===== src/hdl/rgb_3x3_blur_sharpen_filter_macros.svh =====
// ----------------------------------------------------------------------------
// rgb_3x3_blur_sharpen_filter_macros
// Assertion macros shared by the filter modules. Both expect clk and rst in scope.
// ----------------------------------------------------------------------------
`ifndef RGB_3X3_BLUR_SHARPEN_FILTER_MACROS_SVH
`define RGB_3X3_BLUR_SHARPEN_FILTER_MACROS_SVH

// same-cycle check
`define RBSF_ASSERT(label, prop) \
  label: assert property (@(posedge clk) disable iff (rst) (prop)) \
    else $error("rbsf assertion failed");

// next-cycle check
`define RBSF_ASSERT_NEXT(label, ante, cons) \
  label: assert property (@(posedge clk) disable iff (rst) (ante) |=> (cons)) \
    else $error("rbsf assertion failed");

`endif


===== src/hdl/rbsf_pkg.sv =====
// ----------------------------------------------------------------------------
// rbsf_pkg
// Types and constants for the 3x3 RGB blur/sharpen filter.
// ----------------------------------------------------------------------------
package rbsf_pkg;

  localparam int MAX_SIZE = 1024;
  localparam int MIN_SIZE = 3;
  localparam int IDX_W    = 10;
  localparam int SIZE_W   = 11;
  localparam int CH_W     = 8;
  localparam int NCH      = 3;
  localparam int NWIN     = 9;
  localparam int WIN_CTR  = 4;
  localparam int LUMA_W   = 10;
  localparam int SUM_W    = 12;
  localparam int SHARP_W  = 13;
  localparam int RECIP_W  = 13;
  localparam int RECIP_SH = 15;
  localparam int PROD_W   = SUM_W + RECIP_W;
  localparam int QDEPTH   = 4;
  localparam int QPTR_W   = 2;
  localparam int QCNT_W   = 3;
  localparam int APB_AW   = 3;
  localparam int APB_DW   = 32;

  // reciprocals scaled by 2^15, exact after truncation for the sum ranges used
  localparam logic [RECIP_W-1:0] RECIP9 = 13'd3641;
  localparam logic [RECIP_W-1:0] RECIP7 = 13'd4682;
  localparam logic [CH_W-1:0]    CH_MAX = 8'd255;

  localparam logic [SIZE_W-1:0] SIZE_RESET = 11'd512;

  localparam logic [1:0] MODE_BOX   = 2'd0;
  localparam logic [1:0] MODE_SHARP = 2'd1;
  localparam logic [1:0] MODE_TRIM  = 2'd2;

  localparam logic REG_IMAGE_SIZE = 1'b0;
  localparam logic REG_MODE       = 1'b1;

  typedef enum logic [1:0] {
    OP_BOX   = 2'd0,
    OP_SHARP = 2'd1,
    OP_TRIM  = 2'd2
  } op_t;

  // channel 0 red, 1 green, 2 blue
  typedef logic [NCH-1:0][CH_W-1:0] pixel_t;

  typedef struct packed {
    logic [CH_W-1:0] in_red;
    logic [CH_W-1:0] in_green;
    logic [CH_W-1:0] in_blue;
  } in_t;

  typedef struct packed {
    logic [CH_W-1:0]  out_red;
    logic [CH_W-1:0]  out_green;
    logic [CH_W-1:0]  out_blue;
    logic [IDX_W-1:0] out_row;
    logic [IDX_W-1:0] out_col;
  } out_t;

  typedef struct packed {
    pixel_t top;
    pixel_t mid;
  } line_t;

  typedef struct packed {
    pixel_t [NWIN-1:0] win;
    op_t               op;
    logic [IDX_W-1:0]  row;
    logic [IDX_W-1:0]  col;
  } job_t;

  typedef struct packed {
    logic [QCNT_W-1:0] count;
    logic              empty;
  } qstat_t;

endpackage


===== src/hdl/rbsf_queue.sv =====
// ----------------------------------------------------------------------------
// rbsf_queue
// Short job queue between window intake and the arithmetic pipeline.
// ----------------------------------------------------------------------------
`include "rgb_3x3_blur_sharpen_filter_macros.svh"

module rbsf_queue (
  input  logic              clk,
  input  logic              rst,
  input  logic              push,
  input  rbsf_pkg::job_t    push_job,
  input  logic              pop,
  output rbsf_pkg::job_t    head,
  output rbsf_pkg::qstat_t  qstat
);

  rbsf_pkg::job_t              slots [rbsf_pkg::QDEPTH];
  logic [rbsf_pkg::QPTR_W-1:0] wr_ptr, rd_ptr;
  logic [rbsf_pkg::QCNT_W-1:0] count;

  always_ff @(posedge clk) begin
    if (rst) begin
      wr_ptr <= '0;
      rd_ptr <= '0;
      count  <= '0;
    end else begin
      if (push) begin
        wr_ptr <= wr_ptr + 1'b1;
      end
      if (pop) begin
        rd_ptr <= rd_ptr + 1'b1;
      end
      case ({push, pop})
        2'b10:   count <= count + 1'b1;
        2'b01:   count <= count - 1'b1;
        default: count <= count;
      endcase
    end
  end

  always_ff @(posedge clk) begin
    if (push) begin
      slots[wr_ptr] <= push_job;
    end
  end

  assign head        = slots[rd_ptr];
  assign qstat.count = count;
  assign qstat.empty = (count == '0);

  `RBSF_ASSERT(a_no_overflow, !push || (count != rbsf_pkg::QCNT_W'(rbsf_pkg::QDEPTH)) || pop)
  `RBSF_ASSERT(a_no_underflow, !pop || (count != '0))

endmodule


===== config.mk =====
export PLATFORM = sky130hd
export DESIGN_NAME = rbsf_queue
export DESIGN_NICKNAME = d
export VERILOG_FILES = /design/src/hdl/rbsf_pkg.sv /design/src/hdl/rbsf_queue.sv
export VERILOG_INCLUDE_DIRS = /design/src /design/src/hdl
export SDC_FILE = /design/constraint.sdc
export NUM_CORES = 1
export LEC_CHECK = 0
export ABC_AREA = 1
export BUFFER_PORTS_ARGS = -buffer_cell sky130_fd_sc_hd__buf_4
export CAP_MARGIN = 20
export CORE_MARGIN = 2
export CORE_UTILIZATION = 50
export CTS_CLUSTER_DIAMETER = 40
export DETAILED_ROUTE_END_ITERATION = 10
export GPL_TIMING_DRIVEN = 0
export PLACE_DENSITY = 0.71
export SETUP_SLACK_MARGIN = 0.15
export SKIP_LAST_GASP = 1
export SLEW_MARGIN = 40
export SYNTH_ARGS = -nofsm -noshare
export SYNTH_HDL_FRONTEND = slang
export SYNTH_SLANG_ARGS = --single-unit

===== constraint.sdc =====
create_clock -name clk -period 17.1 [get_ports clk]
set_clock_uncertainty 0.05 [all_clocks]
set_input_delay 0 -clock clk [delete_from_list [all_inputs] [get_ports clk]]
set_output_delay 0 -clock clk [all_outputs]
set_load 0.03 [all_outputs]

==> results by stage <==
Synth:
- Counting flops with an async set or reset pin after synthesis yields a share of 0.
- After synthesis, the share of cell area in mux cells is 0.
- The share of synthesized area in the top cell type comes to 0.803.
- The total of warnings raised by yosys is 0.
- Synthesis produced a netlist with a net count of 2606.
- The share of synthesized cell area in full adder, half adder and majority cells is 0.00232.
- The number of synthesized register bits is 961.
- Of the total synthesized cell area, the portion taken by AND, OR, NAND and NOR gates is 0.0519.
- The count of cell types in the netlist is 20.
- The biggest area contributor in the post-synthesis netlist is edfxtp_1.
- The fraction of the mapped netlist area in compound gates is 0.110.
- Synthesis handed over a netlist of 2358 instances.
- The main flop type after synthesis is edfxtp_1.
- A synthesized cell averages 15.1 µm².
- Of the total synthesized cell area, the portion taken by XOR and XNOR cells is 0.
- Counting flops with a built-in enable in the synthesized netlist gives 952.
- In this run the cell area of the synthesized design comes to 0.0356 mm².
- The dominant combinational cell family by area after synthesis is compound AO/OA/AOI/OAI gates.
- In the post-synthesis netlist, the biggest area contributors are edfxtp_1 80%, o21ai_0 6.2%, nor2_1 5.1%.
- Of the synthesized area, sequential elements account for 0.808.

Detailed routing:
- Once detail routing completed, the nets flagged for antenna violations numbered 0.
- After detailed routing, the number of vias per cell comes to 5.71.
- The average routed wire per standard cell is 23.3 µm.
- For this block, the via count after detailed routing is 24598.
- The post-detailed-route DRC marker count is 0.
- The count of routing violations after the opening detailed-route iteration is 2280.
- For this block, the routed nets add up to 100 mm of wire.
- The detailed-routing iteration count for the pre-antenna-repair pass is 5.

Timing:
- The number of hold violations in the final report came to 0.
- For the pin with the worst max-slew slack, the measured transition is 611 ps.
- The number of max-slew violations in the final report came to 0.
- The maximum clock rate is 0.341 GHz.
- The count of final setup violators is 0.
- The worst path needs 2930 ps of the cycle, external delays included.
- Setup repair after global routing left no endpoint under its margin.
- In this run the tightest slew margin relative to its limit is 0.593.
- Hold timing on the final database bottoms out at a slack of 26.8 ps.
- In the finished design, the share of the clock period the worst path needs comes to 0.172.
- The final sum of negative setup slack is 0 ps.

Floorplanning:
- The die boundary width is 271 µm.
- Row generation in the floorplan step produced 97 rows.
- 484 I/O pins were placed.
- The die height is 271 µm.
- In this run the standard cell core region covers 0.0703 mm².
- The initial utilization of the core area, before any placement, comes to 0.506.
- The die covers 0.0733 mm².

Power and ir drop:
- The maximum ir drop on the vdd rail is 0.104 mV.
- The reported leakage power is 16.9 nW.
- The power per standard cell area is 124 mW/mm².
- The design draws 5.90 mW.

Global route:
- The initial antenna violation count is 12.
- Entering global routing, the biggest net connects 66 pins.
- The via count of the first global-routing pass is 24968.
- The global-route total usage across every layer is 0.267.
- The total overflow left after global routing is 0.
- The first global-routing pass estimated 149 mm of wire.

Critical path:
- Data arrives at the worst endpoint at 2880 ps.
- The internal reg-to-reg setup slack is 14680 ps.
- The worst path required time is 17050 ps.
- The peak fanout along the critical path is 10.
- The worst setup path is captured at an output pin.
- The number of cells traversed by the worst register-to-register path is 6.
- The launching point of the worst reg2reg path is wr_ptr[0].
- The category of the most critical setup path is reg -> out.
- The worst setup path is launched from a flip-flop.
- The destination of the critical timing path is head[119].
- The worst register-to-register path ends at slots[2][132].

Status:
- The run finished with clean final reports.

Layout:
- The number of non-filler instances in the completed layout is 4305.
- For this run, the post-layout net count is 3509.
- The layout cell share with drive strength beyond 1 is 0.231.
- The growth of design area from synthesis to finish is 33.7%.
- The end-of-flow core utilization is 0.677.

CTS:
- The CTS tree is built.
- The clock transition at the registers of the reported paths is 60 ps.
- The number of buffers on the longest clock path is 3.
- CTS placed an instance of clkbuf_16 at the clock tree root.
- The clock network latency to the later pin of the worst-skew pair is 660 ps.
- Post-CTS repair changed the size of 0 cells.
- The clock net in this run drives a total of 961 sinks.
- In this run the number of H-tree levels came out at 3.
- The number of CTS-inserted buffers is 115.

Worst hold path:
- The type of the tightest min-delay check is in -> reg.
- The startpoint of the most critical hold path is push_job[42].

Placement:
- Including well taps, the total number of placed cells is 3795.
- In this run the tool buffered the top-level ports with 483 buffer cells.
- Detailed placement finished with a half-perimeter wire length of 59.5 mm.
- The routability-driven placement congestion ratio is 0.824.

Flow run:
- The reported max-cap violation count is 0.
-- worst max-delay path: stages, from the launching register on --
cell and delay [ps]:
dfxtp_1 400, inv_1 140, buf_2 430, clkbuf_1 470, o21ai_0 180, o22ai_1 330
buf_4 240
-- registers in the layout, indices dropped and copies added, names as in the netlist, named ones only --
register,cells
slots,952
count,3
rd_ptr,2
wr_ptr,2
-- cell usage after synthesis (all sizes together) (5+ instances only) --
library cell,n
buf,83
nor2,479
ha,5
edfxtp,952
clkbuf,74
a21oi,5
dfxtp,9
nand2,9
inv,18
o21ai,482
o22ai,238
-- report_power, final --
part	switching, mW	total, mW	internal, mW
sequential	0.0229	2.72	2.70
combinational	0.507	0.775	0.268
clock	0.993	2.40	1.41
total	1.52	5.90	4.37
-- cell families after synthesis --
logic type | count (synthesis)
flops | 961
compound gates | 725
simple gates | 491
buf+inv | 175
fa+ha+maj | 6
-- cells in the final DEF, fill, tap and decap left out, drive strengths merged --
cell type    instances
nand2                9
inv                 38
nor2               479
a21oi                5
fa                   1
nor3                 1
o22ai              238
bufinv               9
nand3                1
clkbuf             199
o21ai              482
buf                580
ha                   5
clkinvlp            14
nand4                1
dlygate4sd3        289
dfxtp                9
clkinv              42
diode               11
edfxtp             952
-- metrics by stage --
stage	setup slack [ps]	area, µm²
after floorplan	11310	35600
after global placement	7430	40400
after detailed placement	14700	40800
after CTS	14130	47500
after global routing	14080	47600
final	14170	47600
-- area by class of cell --
| cell class | count | area, µm² |
|---|---|---|
| inverters | 18 | 105 |
| plain buffers | 157 | 887 |
| clock inverters | 85 | 888 |
| clock buffers | 125 | 2960 |
| flip-flops and latches | 961 | 28800 |
| fillers | 4577 | 22700 |
| diodes | 11 | 27.5 |
| repair buffers | 786 | 6900 |
| multi-input cells | 1222 | 5860 |
| well taps | 940 | 1180 |
-- worst min-delay path by stage --
stage	end	depth (start not counted)
global placement	slots[3][22]	1
CTS	slots[1][29]	2
finish	slots[3][42]	2
detailed placement	slots[0][150]	1
global route	slots[0][42]	2
floorplan	slots[0][0]	0
-- routing by layer --
layer	vias up	part of all wire	GRT usage
met4	10	0.034	0.0946
met5	-	0.00063	0
li1	10815	-	-
met3	226	0.093	0.0628
met1	12198	0.37	0.333
met2	1349	0.50	0.458
-- what timing repair did --
item,4_1_cts,5_1_grt
hold buffers,289,0
setup buffers,0,0
hold endpoints to repair,1014,0
Note: power is estimated with default switching activity, not from simulation.
