==> config.mk <==
export PLATFORM = sky130hd
export DESIGN_NAME = rbsf_back
export DESIGN_NICKNAME = d
export VERILOG_FILES = /design/src/hdl/rbsf_pkg.sv /design/src/hdl/rbsf_back.sv
export VERILOG_INCLUDE_DIRS = /design/src /design/src/hdl
export SDC_FILE = /design/constraint.sdc
export NUM_CORES = 2
export LEC_CHECK = 0
export ABC_AREA = 0
export BUFFER_PORTS_ARGS = -buffer_cell sky130_fd_sc_hd__buf_2
export CORE_UTILIZATION = 37
export CTS_BUF_LIST = sky130_fd_sc_hd__clkbuf_8
export DETAILED_ROUTE_END_ITERATION = 8
export HOLD_SLACK_MARGIN = 0.05
export SYNTH_ARGS = -nofsm -noshare
export SYNTH_HDL_FRONTEND = slang
export SYNTH_SLANG_ARGS = --single-unit
==> constraint.sdc <==
create_clock -name clk -period 28.1 [get_ports clk]
set_input_delay 4.215 -clock clk [delete_from_list [all_inputs] [get_ports clk]]
set_output_delay 4.215 -clock clk [all_outputs]
set_load 0.1 [all_outputs]
==> src/hdl/rgb_3x3_blur_sharpen_filter_macros.svh <==
// ----------------------------------------------------------------------------
// rgb_3x3_blur_sharpen_filter_macros
// Assertion macros shared by the filter modules. Both expect clk and rst in scope.
// ----------------------------------------------------------------------------
`ifndef RGB_3X3_BLUR_SHARPEN_FILTER_MACROS_SVH
`define RGB_3X3_BLUR_SHARPEN_FILTER_MACROS_SVH

// same-cycle check
`define RBSF_ASSERT(label, prop) \
  label: assert property (@(posedge clk) disable iff (rst) (prop)) \
    else $error("rbsf assertion failed");

// next-cycle check
`define RBSF_ASSERT_NEXT(label, ante, cons) \
  label: assert property (@(posedge clk) disable iff (rst) (ante) |=> (cons)) \
    else $error("rbsf assertion failed");

`endif

==> src/hdl/rbsf_pkg.sv <==
// ----------------------------------------------------------------------------
// rbsf_pkg
// Types and constants for the 3x3 RGB blur/sharpen filter.
// ----------------------------------------------------------------------------
package rbsf_pkg;

  localparam int MAX_SIZE = 1024;
  localparam int MIN_SIZE = 3;
  localparam int IDX_W    = 10;
  localparam int SIZE_W   = 11;
  localparam int CH_W     = 8;
  localparam int NCH      = 3;
  localparam int NWIN     = 9;
  localparam int WIN_CTR  = 4;
  localparam int LUMA_W   = 10;
  localparam int SUM_W    = 12;
  localparam int SHARP_W  = 13;
  localparam int RECIP_W  = 13;
  localparam int RECIP_SH = 15;
  localparam int PROD_W   = SUM_W + RECIP_W;
  localparam int QDEPTH   = 4;
  localparam int QPTR_W   = 2;
  localparam int QCNT_W   = 3;
  localparam int APB_AW   = 3;
  localparam int APB_DW   = 32;

  // reciprocals scaled by 2^15, exact after truncation for the sum ranges used
  localparam logic [RECIP_W-1:0] RECIP9 = 13'd3641;
  localparam logic [RECIP_W-1:0] RECIP7 = 13'd4682;
  localparam logic [CH_W-1:0]    CH_MAX = 8'd255;

  localparam logic [SIZE_W-1:0] SIZE_RESET = 11'd512;

  localparam logic [1:0] MODE_BOX   = 2'd0;
  localparam logic [1:0] MODE_SHARP = 2'd1;
  localparam logic [1:0] MODE_TRIM  = 2'd2;

  localparam logic REG_IMAGE_SIZE = 1'b0;
  localparam logic REG_MODE       = 1'b1;

  typedef enum logic [1:0] {
    OP_BOX   = 2'd0,
    OP_SHARP = 2'd1,
    OP_TRIM  = 2'd2
  } op_t;

  // channel 0 red, 1 green, 2 blue
  typedef logic [NCH-1:0][CH_W-1:0] pixel_t;

  typedef struct packed {
    logic [CH_W-1:0] in_red;
    logic [CH_W-1:0] in_green;
    logic [CH_W-1:0] in_blue;
  } in_t;

  typedef struct packed {
    logic [CH_W-1:0]  out_red;
    logic [CH_W-1:0]  out_green;
    logic [CH_W-1:0]  out_blue;
    logic [IDX_W-1:0] out_row;
    logic [IDX_W-1:0] out_col;
  } out_t;

  typedef struct packed {
    pixel_t top;
    pixel_t mid;
  } line_t;

  typedef struct packed {
    pixel_t [NWIN-1:0] win;
    op_t               op;
    logic [IDX_W-1:0]  row;
    logic [IDX_W-1:0]  col;
  } job_t;

  typedef struct packed {
    logic [QCNT_W-1:0] count;
    logic              empty;
  } qstat_t;

endpackage

==> src/hdl/rbsf_back.sv <==
// ----------------------------------------------------------------------------
// rbsf_back
// Four-stage filter arithmetic: sums and luma, extreme search, trim, scale.
// ----------------------------------------------------------------------------
`include "rgb_3x3_blur_sharpen_filter_macros.svh"

module rbsf_back (
  input  logic              clk,
  input  logic              rst,
  input  rbsf_pkg::job_t    head,
  input  rbsf_pkg::qstat_t  qstat,
  output logic              pop,
  output logic              result_valid,
  input  logic              result_stall,
  output rbsf_pkg::out_t    result
);

  logic en;

  // stage 1
  logic                                   b1_valid;
  rbsf_pkg::pixel_t                       b1_pix  [rbsf_pkg::NWIN];
  logic [rbsf_pkg::LUMA_W-1:0]            b1_luma [rbsf_pkg::NWIN];
  logic [rbsf_pkg::SUM_W-1:0]             b1_tot  [rbsf_pkg::NCH];
  rbsf_pkg::op_t                          b1_op;
  logic [rbsf_pkg::IDX_W-1:0]             b1_row, b1_col;

  // stage 2
  logic                                   b2_valid;
  rbsf_pkg::pixel_t                       b2_pix  [rbsf_pkg::NWIN];
  logic [rbsf_pkg::SUM_W-1:0]             b2_tot  [rbsf_pkg::NCH];
  logic signed [rbsf_pkg::SHARP_W-1:0]    b2_sharp [rbsf_pkg::NCH];
  logic [rbsf_pkg::NWIN-1:0]              b2_hi, b2_lo;
  rbsf_pkg::op_t                          b2_op;
  logic [rbsf_pkg::IDX_W-1:0]             b2_row, b2_col;

  // stage 3
  logic                                   b3_valid;
  logic [rbsf_pkg::SUM_W-1:0]             b3_num   [rbsf_pkg::NCH];
  logic signed [rbsf_pkg::SHARP_W-1:0]    b3_sharp [rbsf_pkg::NCH];
  rbsf_pkg::op_t                          b3_op;
  logic [rbsf_pkg::IDX_W-1:0]             b3_row, b3_col;

  logic [rbsf_pkg::LUMA_W-1:0]            luma  [rbsf_pkg::NWIN];
  logic [rbsf_pkg::SUM_W-1:0]             tot   [rbsf_pkg::NCH];
  logic signed [rbsf_pkg::SHARP_W-1:0]    sharp [rbsf_pkg::NCH];
  logic [rbsf_pkg::NWIN-1:0]              hi_mask, lo_mask;
  logic [rbsf_pkg::SUM_W-1:0]             num   [rbsf_pkg::NCH];
  logic [rbsf_pkg::CH_W-1:0]              p_hi, p_lo;
  logic [rbsf_pkg::RECIP_W-1:0]           recip;
  logic [rbsf_pkg::PROD_W-1:0]            prod  [rbsf_pkg::NCH];
  logic [rbsf_pkg::CH_W-1:0]              chan  [rbsf_pkg::NCH];

  assign en  = !(result_valid && result_stall);
  assign pop = en && !qstat.empty;

  always_ff @(posedge clk) begin
    if (rst) begin
      b1_valid     <= 1'b0;
      b2_valid     <= 1'b0;
      b3_valid     <= 1'b0;
      result_valid <= 1'b0;
    end else if (en) begin
      b1_valid     <= pop;
      b2_valid     <= b1_valid;
      b3_valid     <= b2_valid;
      result_valid <= b3_valid;
    end
  end

  // stage 1: channel sums and luma
  always_comb begin
    for (int k = 0; k < rbsf_pkg::NWIN; k++) begin
      luma[k] = rbsf_pkg::LUMA_W'(head.win[k][0]) + rbsf_pkg::LUMA_W'(head.win[k][1])
              + rbsf_pkg::LUMA_W'(head.win[k][2]);
    end
    for (int c = 0; c < rbsf_pkg::NCH; c++) begin
      tot[c] = '0;
      for (int k = 0; k < rbsf_pkg::NWIN; k++) begin
        tot[c] = tot[c] + rbsf_pkg::SUM_W'(head.win[k][c]);
      end
    end
  end

  always_ff @(posedge clk) begin
    if (en) begin
      for (int k = 0; k < rbsf_pkg::NWIN; k++) begin
        b1_pix[k]  <= head.win[k];
        b1_luma[k] <= luma[k];
      end
      b1_tot <= tot;
      b1_op  <= head.op;
      b1_row <= head.row;
      b1_col <= head.col;
    end
  end

  // stage 2: first strict maximum and last minimum, sharpen term
  always_comb begin
    for (int k = 0; k < rbsf_pkg::NWIN; k++) begin
      hi_mask[k] = 1'b1;
      lo_mask[k] = 1'b1;
      for (int j = 0; j < rbsf_pkg::NWIN; j++) begin
        if (j < k) begin
          if (!(b1_luma[k] > b1_luma[j]))  hi_mask[k] = 1'b0;
          if (!(b1_luma[k] <= b1_luma[j])) lo_mask[k] = 1'b0;
        end else if (j > k) begin
          if (!(b1_luma[k] >= b1_luma[j])) hi_mask[k] = 1'b0;
          if (!(b1_luma[k] < b1_luma[j]))  lo_mask[k] = 1'b0;
        end
      end
    end
    for (int c = 0; c < rbsf_pkg::NCH; c++) begin
      sharp[c] = $signed(rbsf_pkg::SHARP_W'({b1_pix[rbsf_pkg::WIN_CTR][c], 3'b000}))
               + $signed(rbsf_pkg::SHARP_W'({b1_pix[rbsf_pkg::WIN_CTR][c], 1'b0}))
               - $signed(rbsf_pkg::SHARP_W'(b1_tot[c]));
    end
  end

  always_ff @(posedge clk) begin
    if (en) begin
      b2_pix   <= b1_pix;
      b2_tot   <= b1_tot;
      b2_sharp <= sharp;
      b2_hi    <= hi_mask;
      b2_lo    <= lo_mask;
      b2_op    <= b1_op;
      b2_row   <= b1_row;
      b2_col   <= b1_col;
    end
  end

  // stage 3: remove extremes for the trimmed mean
  always_comb begin
    for (int c = 0; c < rbsf_pkg::NCH; c++) begin
      p_hi = '0;
      p_lo = '0;
      for (int k = 0; k < rbsf_pkg::NWIN; k++) begin
        p_hi = p_hi | (b2_pix[k][c] & {rbsf_pkg::CH_W{b2_hi[k]}});
        p_lo = p_lo | (b2_pix[k][c] & {rbsf_pkg::CH_W{b2_lo[k]}});
      end
      if (b2_op == rbsf_pkg::OP_TRIM) begin
        num[c] = b2_tot[c] - rbsf_pkg::SUM_W'(p_hi) - rbsf_pkg::SUM_W'(p_lo);
      end else begin
        num[c] = b2_tot[c];
      end
    end
  end

  always_ff @(posedge clk) begin
    if (en) begin
      b3_num   <= num;
      b3_sharp <= b2_sharp;
      b3_op    <= b2_op;
      b3_row   <= b2_row;
      b3_col   <= b2_col;
    end
  end

  // stage 4: divide by multiplying with a reciprocal, or clamp the sharpen term
  always_comb begin
    recip = (b3_op == rbsf_pkg::OP_TRIM) ? rbsf_pkg::RECIP7 : rbsf_pkg::RECIP9;
    for (int c = 0; c < rbsf_pkg::NCH; c++) begin
      prod[c] = rbsf_pkg::PROD_W'(b3_num[c]) * rbsf_pkg::PROD_W'(recip);
      if (b3_op == rbsf_pkg::OP_SHARP) begin
        if (b3_sharp[c] < 0) begin
          chan[c] = '0;
        end else if (b3_sharp[c] > $signed(rbsf_pkg::SHARP_W'(rbsf_pkg::CH_MAX))) begin
          chan[c] = rbsf_pkg::CH_MAX;
        end else begin
          chan[c] = b3_sharp[c][rbsf_pkg::CH_W-1:0];
        end
      end else begin
        chan[c] = prod[c][rbsf_pkg::RECIP_SH +: rbsf_pkg::CH_W];
      end
    end
  end

  always_ff @(posedge clk) begin
    if (en) begin
      result.out_red   <= chan[0];
      result.out_green <= chan[1];
      result.out_blue  <= chan[2];
      result.out_row   <= b3_row;
      result.out_col   <= b3_col;
    end
  end

  `RBSF_ASSERT(a_extremes_onehot, !b2_valid || ($onehot(b2_hi) && $onehot(b2_lo)))
  `RBSF_ASSERT_NEXT(a_pop_enters_pipe, pop, b1_valid)

endmodule

==> flow_results.org <==
** Critical path
- The worst setup path is captured at an output port.
- Critical Path Max Stage Delay :: 450 ps
- Startpoint Class :: input port
- Slowest cell on the critical path :: sky130_fd_sc_hd__buf_2
- By startpoint and endpoint, the worst setup path is classified as in2out.
- Depth of the most critical reg-to-reg path :: 17
- Data arrives at the worst endpoint at 4980 ps.
- Critical path buffers and inverters :: 2
- The cell family contributing the most delay on the critical path is buffers and inverters.
- The critical path goes through buf_2 -> a21oi_1 -> buf_2.
- Reg-to-reg setup timing slack :: 21580 ps
- Reg2reg end :: result[35]$_DFFE_PN_
- In this run the worst path has a maximum fanout of 6.
- Required time of the critical path :: 23890 ps
- The startpoint identified for the worst register-to-register timing path is b3_op[0]$_DFFE_PN_.
- Most prevalent standard cell on the critical path :: sky130_fd_sc_hd__buf_2

** Finish
- Share of layout cells above drive strength 1 :: 10.1%
- Area of all placed cells without fillers :: 65900 um2
- From synthesis to final layout, the design area changed by 12.3%.
- For this run, the share of the core covered by cells in the final layout is 42.0%.
- In the final design database the tool counted 6721 nets.

** Detailed routing
- Final Routed Wirelength :: 188 mm
- Amount of wire on met2 after detailed routing :: 82.2 mm
- Routed length per instance :: 25.1 um
- Vias :: 40.3k
- Metal-1 WL :: 78.7 mm
- Detailed Routing Iterations Pass 1 :: 9
- Detailed-routed wire length on met3 :: 19.8 mm
- Top layer reached by signal wires :: met5
- In this run, the number of DRC markers left after iteration 0 of detailed routing was 4770.
- Dividing the detail-routed via count by the number of cells gives 5.39.
- Antenna viol nets, final :: 0
- Remaining routing DRC violations :: 5

** GRT
- For this run, the total global-route usage over all layers was measured as 23.4%.
- Maximum number of pins on one net before global-route repair :: 190
- The number of antenna violations at the first check in global routing is 59.
- Via count of the first global-routing pass :: 40.3k
- The first global-routing pass estimated 270 mm of wire.
- Global routing finished with a remaining overflow of 0.

** Timing
- Max-slew violation count :: 0
- Across the routed clock network, the largest skew measured is 57.3 ps.
- Finish-stage setup viols :: 0
- Setup repair after global routing missed its margin :: no
- Derived from the worst setup path, the maximum achievable clock frequency is 0.109 GHz.
- After layout, the worst path uses 32.7% of the clock period.
- Subtracting the final worst setup slack from the clock period gives 9200 ps.
- The tightest hold path in the finished design has a slack of 381 ps.
- The worst pin sits at a relative slew slack of 23.1%.
- Final setup TNS :: 0 ps
- Final Hold Viols :: 0
- For the pin with the worst max-slew slack, the measured transition is 1120 ps.

** Clocking
- Number of buffers inserted for hold repair after clock tree synthesis :: 0
- Counting the buffers created by CTS gives 151.
- Clock Path Buffers :: 3
- # H-tree levels :: 4
- Setup repair bufs after CTS :: 0
- Clock tree root buffer cell :: sky130_fd_sc_hd__clkbuf_8
- Clock-pin slew was measured on the worst setup and hold paths at 60 ps.
- TritonCTS built the clock tree.
- At the later pin of the worst-skew pair, clock insertion delay measures 900 ps.
- Number of instances resized during post-cts repair :: 0
- The tree built by TritonCTS fans out to 837 sinks.

** Synth
- The biggest area contributor in the post-synthesis netlist is sky130_fd_sc_hd__edfxtp_1.
- Counting distinct cell types in the post-synthesis netlist gives 79.
- Each instance of the synthesized netlist takes up on average 12.2 um2.
- Yosys warning total :: 0
- Mapped Area :: 58700 um2
- Seq cells post-synth :: 837
- Synth area leaders :: sky130_fd_sc_hd__edfxtp_1 43%, sky130_fd_sc_hd__fa_1 16%, sky130_fd_sc_hd__ha_1 15%
- Synth Instances :: 4830
- In the synthesized netlist the dominant register cell turns out to be sky130_fd_sc_hd__edfxtp_1.
- The top cell type by area accounts for 42.6% of the synthesized area.
- Async set-reset flop share out of synthesis :: 0%
- Of the synthesized area, sequential elements account for 42.7%.
- Number of flops mapped to enable cells by yosys :: 833

** Die
- Ports placed on the boundary :: 291
- Initial core utilization :: 37.4%
- The floorplan has 145 rows.
- Die Footprint :: 160000 um2
- The die is 400 um tall.
- Placeable core region :: 157000 um2
- From left edge to right edge, the die measures 400 um.

** Flow run
- Max-cap violations :: 0

** Status
- Result of the run :: finished with violations
- Failing checks :: design-rule violations

** Placement
- DP Area :: 62900 um2
- PortBufs :: 287
- Hpwl dp :: 150 mm
- The congestion estimate from routability-driven global placement came to 0.953.

** Min path
- Hold path cells :: 0
- The startpoint identified for the worst hold timing path is b1_pix[26]$_DFFE_PN_.
- For hold timing, the worst endpoint is b2_pix[26]$_DFFE_PN_.
- In this run the worst hold path is classified as reg2reg.
how the worst max path moves through the flow:
stage	start	endpoint	slack, ps	cells past startpoint
final	result_stall	pop	18900	3
after floorplan	result_stall	b1_col[0]$_DFFE_PN_	4540	1
after detailed placement	result_stall	pop	18910	3
after global routing	result_stall	pop	18860	3
after global placement	result_stall	pop	18920	3
after CTS	result_stall	pop	18910	3
cells in the mapped netlist, types with 6 or more instances:
library cell	count
sky130_fd_sc_hd__a2111oi_0	11
sky130_fd_sc_hd__a211o_1	6
sky130_fd_sc_hd__a211oi_1	31
sky130_fd_sc_hd__a21boi_0	36
sky130_fd_sc_hd__a21o_1	83
sky130_fd_sc_hd__a21oi_1	177
sky130_fd_sc_hd__a221o_1	6
sky130_fd_sc_hd__a221oi_1	59
sky130_fd_sc_hd__a222oi_1	48
sky130_fd_sc_hd__a22o_1	48
sky130_fd_sc_hd__a22oi_1	49
sky130_fd_sc_hd__a31o_1	8
sky130_fd_sc_hd__a31oi_1	9
sky130_fd_sc_hd__and2_1	29
sky130_fd_sc_hd__and3_1	27
sky130_fd_sc_hd__and4_1	25
sky130_fd_sc_hd__clkbuf_1	62
sky130_fd_sc_hd__edfxtp_1	833
sky130_fd_sc_hd__fa_1	474
sky130_fd_sc_hd__ha_1	723
sky130_fd_sc_hd__inv_1	888
sky130_fd_sc_hd__nand2_1	203
sky130_fd_sc_hd__nand2b_1	31
sky130_fd_sc_hd__nand3_1	100
sky130_fd_sc_hd__nand4_1	48
sky130_fd_sc_hd__nor2_1	174
sky130_fd_sc_hd__nor2b_1	41
sky130_fd_sc_hd__nor3_1	82
sky130_fd_sc_hd__nor3b_1	21
sky130_fd_sc_hd__nor4_1	16
sky130_fd_sc_hd__nor4b_1	8
sky130_fd_sc_hd__o211ai_1	13
sky130_fd_sc_hd__o21a_1	31
sky130_fd_sc_hd__o21ai_0	135
sky130_fd_sc_hd__o21ai_1	25
sky130_fd_sc_hd__o21bai_1	11
sky130_fd_sc_hd__o41ai_1	13
sky130_fd_sc_hd__or2_2	9
sky130_fd_sc_hd__or3_1	21
sky130_fd_sc_hd__or4_1	8
sky130_fd_sc_hd__xnor2_1	102
sky130_fd_sc_hd__xor2_1	24
worst reg2reg max path: stages, from the launching register on:
cell	delay (ps)
sky130_fd_sc_hd__edfxtp_1	420
sky130_fd_sc_hd__nand2b_2	580
sky130_fd_sc_hd__and2_1	440
sky130_fd_sc_hd__fa_1	510
sky130_fd_sc_hd__inv_1	50
sky130_fd_sc_hd__fa_1	580
sky130_fd_sc_hd__fa_1	570
sky130_fd_sc_hd__inv_1	50
sky130_fd_sc_hd__fa_1	520
sky130_fd_sc_hd__inv_1	50
sky130_fd_sc_hd__fa_1	530
sky130_fd_sc_hd__inv_1	40
sky130_fd_sc_hd__ha_1	310
sky130_fd_sc_hd__nand3_1	140
sky130_fd_sc_hd__or4b_1	660
sky130_fd_sc_hd__a211oi_1	390
sky130_fd_sc_hd__o21ai_0	150
sky130_fd_sc_hd__a31o_1	260
final cells by class:
cell class                 count  area, um2
fill                       14800      91000
clock buffer                 153       2110
tap                         2058       2570
inverter                     888       3330
timing repair buffer         323       1720
multi-input combinational   3078      30200
clock inverter               122        840
sequential                   837      25100
antenna                       27       67.6
per-layer routing:
metal | global-route usage [%] | up-vias
li1 | - | 18100
met1 | 32.0 | 19800
met2 | 35.6 | 1955
met3 | 6.28 | 414
met4 | 8.54 | 36
met5 | 0 | -
cell families after synthesis:
| kind of cell | synth area share [%] |
|---|---|
| compound gates | 10.0 |
| xor+xnor | 1.88 |
| fa+ha+maj | 31.6 |
| buf+inv | 6.09 |
| flops | 42.7 |
| mux | 0.147 |
| other cells | 0.0128 |
| simple gates | 7.50 |
flip-flops by register name (all words and copies together) (netlist names), 36 cells and up:
name      cells
b1_tot       36
b2_pix      216
b1_luma      90
b2_tot       36
result       44
b3_num       36
b1_pix      216
b2_sharp     36
b3_sharp     39
cell usage in the layout (no fill, tap or decap), types with 27 or more instances in the layout:
cell type | synthesis | layout
sky130_fd_sc_hd__a211oi_1 | 31 | 31
sky130_fd_sc_hd__a21boi_0 | 36 | 36
sky130_fd_sc_hd__a21o_1 | 83 | 83
sky130_fd_sc_hd__a21oi_1 | 177 | 177
sky130_fd_sc_hd__a221oi_1 | 59 | 59
sky130_fd_sc_hd__a222oi_1 | 48 | 48
sky130_fd_sc_hd__a22o_1 | 48 | 48
sky130_fd_sc_hd__a22oi_1 | 49 | 49
sky130_fd_sc_hd__and2_1 | 29 | 29
sky130_fd_sc_hd__and3_1 | 27 | 27
sky130_fd_sc_hd__buf_2 | 0 | 287
sky130_fd_sc_hd__buf_4 | 0 | 35
sky130_fd_sc_hd__clkbuf_8 | 0 | 153
sky130_fd_sc_hd__clkinv_1 | 0 | 39
sky130_fd_sc_hd__conb_1 | 2 | 39
sky130_fd_sc_hd__diode_2 | 0 | 27
sky130_fd_sc_hd__edfxtp_1 | 833 | 833
sky130_fd_sc_hd__fa_1 | 474 | 474
sky130_fd_sc_hd__ha_1 | 723 | 723
sky130_fd_sc_hd__inv_1 | 888 | 927
sky130_fd_sc_hd__nand2_1 | 203 | 202
sky130_fd_sc_hd__nand2b_1 | 31 | 29
sky130_fd_sc_hd__nand3_1 | 100 | 100
sky130_fd_sc_hd__nand4_1 | 48 | 48
sky130_fd_sc_hd__nor2_1 | 174 | 174
sky130_fd_sc_hd__nor2b_1 | 41 | 39
sky130_fd_sc_hd__nor3_1 | 82 | 82
sky130_fd_sc_hd__o21a_1 | 31 | 31
sky130_fd_sc_hd__o21ai_0 | 135 | 135
sky130_fd_sc_hd__xnor2_1 | 102 | 102
per-stage QoR:
step | instances | worst slack [ps]
after global routing | 7467 | 18860
after global placement | 7184 | 18920
after detailed placement | 7184 | 18910
after CTS | 7459 | 18910
final | 7486 | 18900
after floorplan | 4867 | 4540
Power is left out: the tool's default activity adds up to more than one toggle a clock period on the data nets, which glitch-free logic cannot reach.
